--- config.mk ---
export PLATFORM = sky130hd
export DESIGN_NAME = dsdft_cell
export DESIGN_NICKNAME = d
export VERILOG_FILES = /design/src/dsdft_cell.sv
export SDC_FILE = /design/constraint.sdc
export NUM_CORES = 1
export LEC_CHECK = 0
export BUFFER_PORTS_ARGS = -buffer_cell sky130_fd_sc_hd__buf_2
export CAP_MARGIN = 30
export CORE_MARGIN = 4
export CORE_UTILIZATION = 39
export CTS_BUF_LIST = sky130_fd_sc_hd__clkbuf_8
export DETAILED_ROUTE_END_ITERATION = 10
export GPL_TIMING_DRIVEN = 0
export PLACE_DENSITY = 0.8
export SLEW_MARGIN = 20
export SYNTH_ARGS = -nofsm -noshare
export SYNTH_HDL_FRONTEND = slang
export SYNTH_SLANG_ARGS = --single-unit
--- constraint.sdc ---
create_clock -name i_clk -period 0.8 [get_ports i_clk]
set_input_delay 0 -clock i_clk [delete_from_list [all_inputs] [get_ports i_clk]]
set_output_delay 0 -clock i_clk [all_outputs]
set_load 0.02 [all_outputs]
--- src/dsdft_cell.sv ---
// One storage cell of a shifting chain: loads its neighbor's value when enabled.
// Depends on nothing; used for the bin ring and the sample line.
module dsdft_cell #(
    parameter int W = 16
) (
    input  logic         i_clk,
    input  logic         i_rst_n,
    input  logic         i_en,
    input  logic [W-1:0] i_d,
    output logic [W-1:0] o_q
);
    logic [W-1:0] r_q;

    always_ff @(posedge i_clk) begin
        if (!i_rst_n) begin
            r_q <= '0;
        end else if (i_en) begin
            r_q <= i_d;
        end
    end

    assign o_q = r_q;
endmodule

==> reports/results.ini, run 1 <==
[worst_setup_path]
crit_arrival_ns=0.73
crit_chain=buf_2
path_buf_inv=1
slowest_delay_ns=0.33
path_class=reg -> out
path_delay_family=flip-flops
worst-path-max-fanout=2
cp-end-kind=primary output
crit_required_ns=0.80
start_kind=flop
cp_slowest_cell=dfxtp_1

[logic_synthesis]
synth_edf_count=0
ys_warn_count=0
synth_top_flop_cell=dfxtp_1
synth_top_area_share=0.520
avgSynthCellArea_sq_um=12.1
synth_common_cells=16 x dfxtp_1, 16 x mux2i_1, 16 x nor2b_1
synth_fp_nets=70
synthTopCellsByArea=dfxtp_1 52%, mux2i_1 26%, nor2b_1 16%
synthCells=51
synthArstFlopShare=0
synth_cell_types=6
netlist_area_sq_um=616
ys_ff_latch=16
synth_top_cell_by_area=dfxtp_1
seq_area_frac_synth=0.520

[worst_hold_path]
hp-class=in -> reg

[clock_tree]
hold_buffers=0
clk_latency_ns=0.24
path_clk_slew_ns=0.06
post_cts_buffers=0
clk_path_buf_depth=2
clock-sinks=16
root_buffer=clkbuf_8
cts_tree=yes
cts_buffers=3
cts-resized-gates=0
htreeDepth=1

[timing]
whs_ns=0.0162
post-route-period-util=0.918
hold_violations=0
tns_ns=0
worstMarginPinSlew_ns=0.300
fmax_mhz=1360
finClkSkew_ns=0
setup_viol=0
finalCriticalPeriod_ns=0.735
relSlewSlack=0.800
grt_setup_unrepaired=no
final_max_slew_viol_count=0

[drt]
ant_nets=0
wirelength_mm=1.16
via_per_inst=4.54
wire_per_inst_microns=11.2
vias=468
drt_iter0_drc=0
dr.pass1.iters=1
drc_errors=0

[finish]
finalNonFillerCells=103
diodes=0
drive_gt1_frac=0.437
area_growth_pct=36.8
finalNetCount=108
largest_reg_flops=16

[placed_design]
dp_hpwl_microns=914
port_buffers=33
gp_congestion=0.690
placed_cells=100

[floorplanning]
pin_count=35
initial_utilization=0.409
dieWidth_microns=47.7
placementRows=14
die_h_microns=47.7
dieArea_sq_um=2280
core_area_sq_um=1510

[global_routing]
grt-ovfl-total=0
grt_start_max_net_pins=11
grt_pass1_vias=413
antenna_found_initial=0
grt_pass1_wl_mm=1.68
track_usage=0.111

[pwr]
p_leak_nw=0.440
powerDensity_nw_per_um2=2030
vdd_drop_max_mv=0.838

[run_status]
status=complete, no violations

[job]
cap_violations=0

[per-layer routing]
layer / vias to the layer above / GRT usage / routed length [microns]
met3: 2 / 0.0226 / 63
met4: 0 / 0.113 / 33
li1: 241 / - / -
met1: 213 / 0.113 / 466
met5: - / 0 / 0
met2: 12 / 0.179 / 595
[path summary, 6_finish.rpt]
check,start,to,slack (ns),depth (start not counted)
min reg2reg,o_q[15]$_SDFFE_PN0P_,o_q[15]$_SDFFE_PN0P_,0.51,2
max reg2reg,o_q[6]$_SDFFE_PN0P_,o_q[6]$_SDFFE_PN0P_,0.18,2
min,i_d[15],o_q[15]$_SDFFE_PN0P_,0.02,3
max,o_q[6]$_SDFFE_PN0P_,o_q[6],0.07,1
[cells by family (layout without fill, tap and decap cells)]
family | count (synthesis) | in the layout | synth area share
mux | 16 | 16 | 0.260
flops | 16 | 16 | 0.520
buf+inv | 3 | 39 | 0.0569
simple gates | 16 | 16 | 0.163
[metrics by stage]
stage | cell area, sq um | setup slack, ns | utilization | power [mW]
floorplan | 616 | 0.132 | - | 1.06
global placement | 801 | 0.152 | 0.532 | 1.15
detailed placement | 801 | 0.140 | 0.532 | 1.16
CTS | 842 | 0.0559 | 0.559 | 1.73
global route | 842 | 0.0330 | 0.559 | 1.78
finish | 842 | 0.0652 | 0.559 | 1.71
[placed cells by master, fill, tap and decap left out]
| cell type | synthesis | routed |
|---|---|---|
| clkbuf_8 | 0 | 3 |
| nor2b_1 | 16 | 16 |
| buf_2 | 0 | 33 |
| mux2i_1 | 16 | 16 |
| buf_6 | 1 | 1 |
| dfxtp_1 | 16 | 16 |
| buf_12 | 1 | 1 |
| clkbuf_1 | 1 | 1 |
[power breakdown]
part	switching [mW]	internal [mW]
registers	0.0209	0.845
clock network	0.232	0.332
logic	0.140	0.134
total	0.393	1.31
[cell type report]
type	instances	area [sq um]
Fill cell	129	664
Sequential cell	16	320
Multi-Input combinational cell	32	260
Timing Repair Buffer	33	165
Clock buffer	3	41.3
Buffer	3	35.0
Tap cell	16	20.0
Power figures use the tool's default switching activity.
==> inputs of run 2 (changes only) <==
CORE_UTILIZATION = 45   (was 39)
PLACE_DENSITY = 0.87   (was 0.8)
clock period = 0.9 ns   (was 0.8 ns; I/O delays follow)
==> run 2 against run 1 <==
Count of clock-buffer cells in the layout up 1. Sequential share of layout area decreased by 0.56 points. Design area rose by 1.5%. Largest cell class unchanged. Die area is 11% lower.
==> reports/results.ini, run 2 (synthesis results as in run 1) <==
[run_status]
status=complete, no violations  ; unchanged

[worst_setup_path]
crit_chain=buf_2  ; unchanged
path_delay_family=flip-flops  ; unchanged
slowest_delay_ns=0.33  ; about the same
crit_arrival_ns=0.75  ; was 0.73 ns
crit_required_ns=0.90  ; was 0.80 ns
cp_slowest_cell=dfxtp_1  ; unchanged
worst-r2r-cell-count=2  ; unchanged
start_kind=flop  ; unchanged
timing.rr.end=o_q[14]$_SDFFE_PN0P_  ; was o_q[6]$_SDFFE_PN0P_
worst-path-max-fanout=2  ; unchanged
r2r_setup_slack_ns=0.28  ; was 0.18 ns
path_buf_inv=1  ; unchanged
path_class=reg -> out  ; unchanged
r2r-start=o_q[14]$_SDFFE_PN0P_  ; was o_q[6]$_SDFFE_PN0P_
cp-end-kind=primary output  ; unchanged

[timing]
setup_viol=0  ; unchanged
fmax_mhz=1330
finClkSkew_ns=0  ; unchanged
hold_violations=0  ; unchanged
whs_ns=0.00982  ; was 0.0162 ns
grt_setup_unrepaired=no  ; unchanged
tns_ns=0  ; unchanged
final_max_slew_viol_count=0  ; unchanged
finalCriticalPeriod_ns=0.750
relSlewSlack=0.786  ; was 0.800
worstMarginPinSlew_ns=0.321  ; was 0.300 ns
post-route-period-util=0.833

[global_routing]
track_usage=0.145  ; was 0.111
grt_start_max_net_pins=11  ; unchanged
grt_pass1_wl_mm=1.98  ; was 1.68 mm
grt-ovfl-total=0  ; unchanged
antenna_found_initial=0  ; unchanged
grt_pass1_vias=459  ; was 413

[finish]
finalNetCount=108  ; unchanged
drive_gt1_frac=0.443  ; was 0.437
most-common-layout-cells=33 x buf_2, 16 x mux2i_1, 16 x nor2b_1, 16 x dfxtp_1, 4 x clkbuf_8  ; was 33 x buf_2, 16 x mux2i_1, 16 x nor2b_1, 16 x dfxtp_1, 3 x clkbuf_8
area_growth_pct=38.8  ; was 36.8%
final.fill_count=118  ; was 129
largest_reg_flops=16  ; unchanged
diodes=0  ; unchanged
mostFrequentLayoutCell=buf_2  ; unchanged

[clock_tree]
cts_buffers=3  ; unchanged
cts-resized-gates=0  ; unchanged
clk_latency_ns=0.25  ; was 0.24 ns
post_cts_buffers=0  ; unchanged
root_buffer=clkbuf_8  ; unchanged
hold_buffers=0  ; unchanged
path_clk_slew_ns=0.06  ; about the same
clk_path_buf_depth=2  ; unchanged
cts_tree=yes  ; unchanged
clock-sinks=16  ; unchanged
htreeDepth=1  ; unchanged

[drt]
wire_per_inst_microns=11.8  ; was 11.2 microns
dr.pass1.iters=2  ; was 1
wl_met2_microns=663  ; was 595 microns
ant_nets=0  ; unchanged
drt_iter0_drc=2  ; was 0
drc_errors=0  ; unchanged
via_per_inst=4.55  ; was 4.54
wirelength_met1_microns=461  ; was 466 microns
vias=469  ; was 468
top_layer=met4  ; unchanged
wirelength_mm=1.22  ; was 1.16 mm
route.met3.wl_microns=83  ; was 63 microns

[pwr]
powerDensity_nw_per_um2=1910  ; was 2030 nW/um^2
p_leak_nw=0.447  ; was 0.440 nW
vdd_drop_max_mv=1.26  ; was 0.838 mV

[floorplanning]
dieArea_sq_um=2020  ; was 2280 sq um
dieWidth_microns=45.0  ; was 47.7 microns
pin_count=35  ; unchanged
die_h_microns=45.0  ; was 47.7 microns
core_area_sq_um=1300  ; was 1510 sq um
placementRows=13  ; was 14
initial_utilization=0.473  ; was 0.409

[job]
cap_violations=0  ; unchanged

[worst_hold_path]
worstHoldStart=i_d[10]  ; was i_d[15]
hp-class=in -> reg  ; unchanged
holdPathStages=3  ; unchanged
min_to=o_q[10]$_SDFFE_PN0P_  ; was o_q[15]$_SDFFE_PN0P_

[placed_design]
port_buffers=33  ; unchanged
gp_congestion=0.604  ; was 0.690
dp_hpwl_microns=969  ; was 914 microns

[run 2: changes by cell type in the layout (fill, tap and decap cells not counted)]
cell and delta:
clkbuf_8 +1
[run 2: cell type report]
class	count	area [sq um]	share of cell area
sequential	16	320	0.375
timing repair buffer	33	165	0.193
buffer	3	35.0	0.0410
multi-input combinational	32	260	0.305
clock buffer	4	55.1	0.0644
tap	15	18.8	0.0220
[run 2: worst max-delay path by stage]
| stage | from | endpoint | depth (start not counted) |
|---|---|---|---|
| finish | o_q[13]$_SDFFE_PN0P_ | o_q[13] | 1 |
| CTS | o_q[12]$_SDFFE_PN0P_ | o_q[12] | 1 |
| floorplan | o_q[10]$_SDFFE_PN0P_ | o_q[10]$_SDFFE_PN0P_ | 2 |
| global route | o_q[8]$_SDFFE_PN0P_ | o_q[8] | 1 |
| global placement | i_rst_n | o_q[8]$_SDFFE_PN0P_ | 3 |
| detailed placement | i_en | o_q[12]$_SDFFE_PN0P_ | 4 |
[run 2: routing by layer]
layer	vias to the layer above	global-route usage
li1	244	-
met1	209	0.155
met2	14	0.226
met3	2	0.0598
met4	0	0.105
met5	-	0
[run 2: power breakdown]
part / switching [mW] / leakage [nW] / internal, mW
clock: 0.231 / 0.0288 / 0.388
combinational: 0.127 / 0.286 / 0.119
sequential: 0.0183 / 0.132 / 0.751
total: 0.376 / 0.447 / 1.26
[run 2: through the flow]
step | instances | total power, mW | setup WS [ns] | util | instance area (sq um)
global route | 103 | 1.72 | 0.104 | 0.657 | 855
finish | 103 | 1.63 | 0.150 | 0.657 | 855
CTS | 103 | 1.67 | 0.134 | 0.657 | 855
global placement | 99 | 1.03 | 0.235 | 0.614 | 800
floorplan | 51 | 0.940 | 0.232 | - | 616
detailed placement | 99 | 1.03 | 0.222 | 0.614 | 800
==> inputs of run 3 (changes only) <==
CORE_UTILIZATION = 44   (was 45)
PLACE_DENSITY = 0.85   (was 0.87)
clock period = 0.8 ns   (was 0.9 ns; I/O delays follow)
==> run 3 against run 2 <==
Sequential power is 12% higher. Total power is 12% higher. Combinational power is 12% higher. Critical path type unchanged.
==> reports/results.ini, run 3 (synthesis results as in run 1) <==
[run_status]
status=complete, no violations  ; unchanged

[floorplanning]
initial_utilization=0.467  ; was 0.473
dieWidth_microns=45.4  ; was 45.0 microns
dieArea_sq_um=2060  ; was 2020 sq um
die_h_microns=45.4  ; was 45.0 microns
pin_count=35  ; unchanged
core_area_sq_um=1320  ; was 1300 sq um
placementRows=13  ; unchanged

[worst_hold_path]
hp-class=in -> reg  ; unchanged

[finish]
most-common-layout-cells=33 x buf_2, 16 x mux2i_1, 16 x nor2b_1, 16 x dfxtp_1, 4 x clkbuf_8  ; unchanged
largest_reg_flops=16  ; unchanged
drive_gt1_frac=0.443  ; unchanged
utilization=0.649  ; was 0.657
final.fill_count=108  ; was 118
area_growth_pct=38.8  ; unchanged
finalNonFillerCells=103  ; unchanged
finalNetCount=108  ; unchanged
mostFrequentLayoutCell=buf_2  ; unchanged
design_area_sq_um=855  ; unchanged
diodes=0  ; unchanged

[global_routing]
grt_pass1_vias=493  ; was 459
grt_pass1_wl_mm=1.98  ; unchanged
grt-ovfl-total=0  ; unchanged
grt_start_max_net_pins=11  ; unchanged
antenna_found_initial=0  ; unchanged
track_usage=0.135  ; was 0.145

[timing]
whs_ns=0.0187  ; was 0.00982 ns
worstMarginPinSlew_ns=0.289  ; was 0.321 ns
tns_ns=0  ; unchanged
finalCriticalPeriod_ns=0.741
fin_ws_ns=0.0593  ; was 0.150 ns
finClkSkew_ns=0  ; unchanged
final_max_slew_viol_count=0  ; unchanged
hold_violations=0  ; unchanged
grt_setup_unrepaired=no  ; unchanged
relSlewSlack=0.808  ; was 0.786
fmax_mhz=1350
setup_viol=0  ; unchanged
post-route-period-util=0.926

[drt]
drc_errors=0  ; unchanged
ant_nets=0  ; unchanged
dr.pass1.iters=4  ; was 2
wire_per_inst_microns=11.7  ; was 11.8 microns
vias=490  ; was 469
wirelength_mm=1.20  ; was 1.22 mm
via_per_inst=4.76  ; was 4.55
drt_iter0_drc=4  ; was 2

[placed_design]
port_buffers=33  ; unchanged
dpl_worst_slack_ns=0.122  ; was 0.222 ns
dpl_cell_area_sq_um=800  ; unchanged
dp_hpwl_microns=954  ; was 969 microns
placed_cells=99  ; unchanged
gp_congestion=0.734  ; was 0.604

[worst_setup_path]
crit_arrival_ns=0.74  ; was 0.75 ns
crit_required_ns=0.80  ; was 0.90 ns
path_buf_inv=1  ; unchanged
worst-path-max-fanout=2  ; unchanged
start_kind=flop  ; unchanged
cp-end-kind=primary output  ; unchanged
crit_chain=buf_2  ; unchanged
slowest_delay_ns=0.33  ; about the same
path_delay_family=flip-flops  ; unchanged
path_class=reg -> out  ; unchanged
cp_slowest_cell=dfxtp_1  ; unchanged

[clock_tree]
cts_buffers=3  ; unchanged
clock-sinks=16  ; unchanged
post_cts_buffers=0  ; unchanged
root_buffer=clkbuf_8  ; unchanged
htreeDepth=1  ; unchanged
cts-resized-gates=0  ; unchanged
path_clk_slew_ns=0.06  ; about the same
clk_latency_ns=0.24  ; was 0.25 ns
cts_tree=yes  ; unchanged
hold_buffers=0  ; unchanged
clk_path_buf_depth=2  ; unchanged

[pwr]
powerDensity_nw_per_um2=2140  ; was 1910 nW/um^2
total_power_mw=1.83  ; was 1.63 mW
p_leak_nw=0.447  ; unchanged
vdd_drop_max_mv=1.45  ; was 1.26 mV

[job]
cap_violations=0  ; unchanged

run 3: layout make-up:
class	instances	area, sq um	area share
clock buffers	4	55.1	0.0644
flip-flops and latches	16	320	0.375
well taps	15	18.8	0.0220
repair buffers	33	165	0.193
multi-input cells	32	260	0.305
plain buffers	3	35.0	0.0410
run 3: path summary, 6_finish.rpt:
| path | startpoint | end | slack (ns) | cells past startpoint |
|---|---|---|---|---|
| max | o_q[11]$_SDFFE_PN0P_ | o_q[11] | 0.06 | 1 |
| max reg2reg | o_q[6]$_SDFFE_PN0P_ | o_q[6]$_SDFFE_PN0P_ | 0.19 | 2 |
| min reg2reg | o_q[13]$_SDFFE_PN0P_ | o_q[13]$_SDFFE_PN0P_ | 0.52 | 2 |
| min | i_d[7] | o_q[7]$_SDFFE_PN0P_ | 0.02 | 3 |
run 3: per-layer routing:
metal	GRT usage	wire, microns	vias to the layer above
li1	-	-	241
met1	0.148	469	232
met2	0.234	661	13
met3	0.0237	44	4
met4	0.0877	25	0
met5	0	0	-
run 3: power by group:
group	leakage (nW)	switching, mW	internal [mW]	total (mW)
sequential	0.132	0.0207	0.845	0.866
clock	0.0288	0.255	0.435	0.690
combinational	0.286	0.141	0.134	0.276
total	0.447	0.417	1.41	1.83
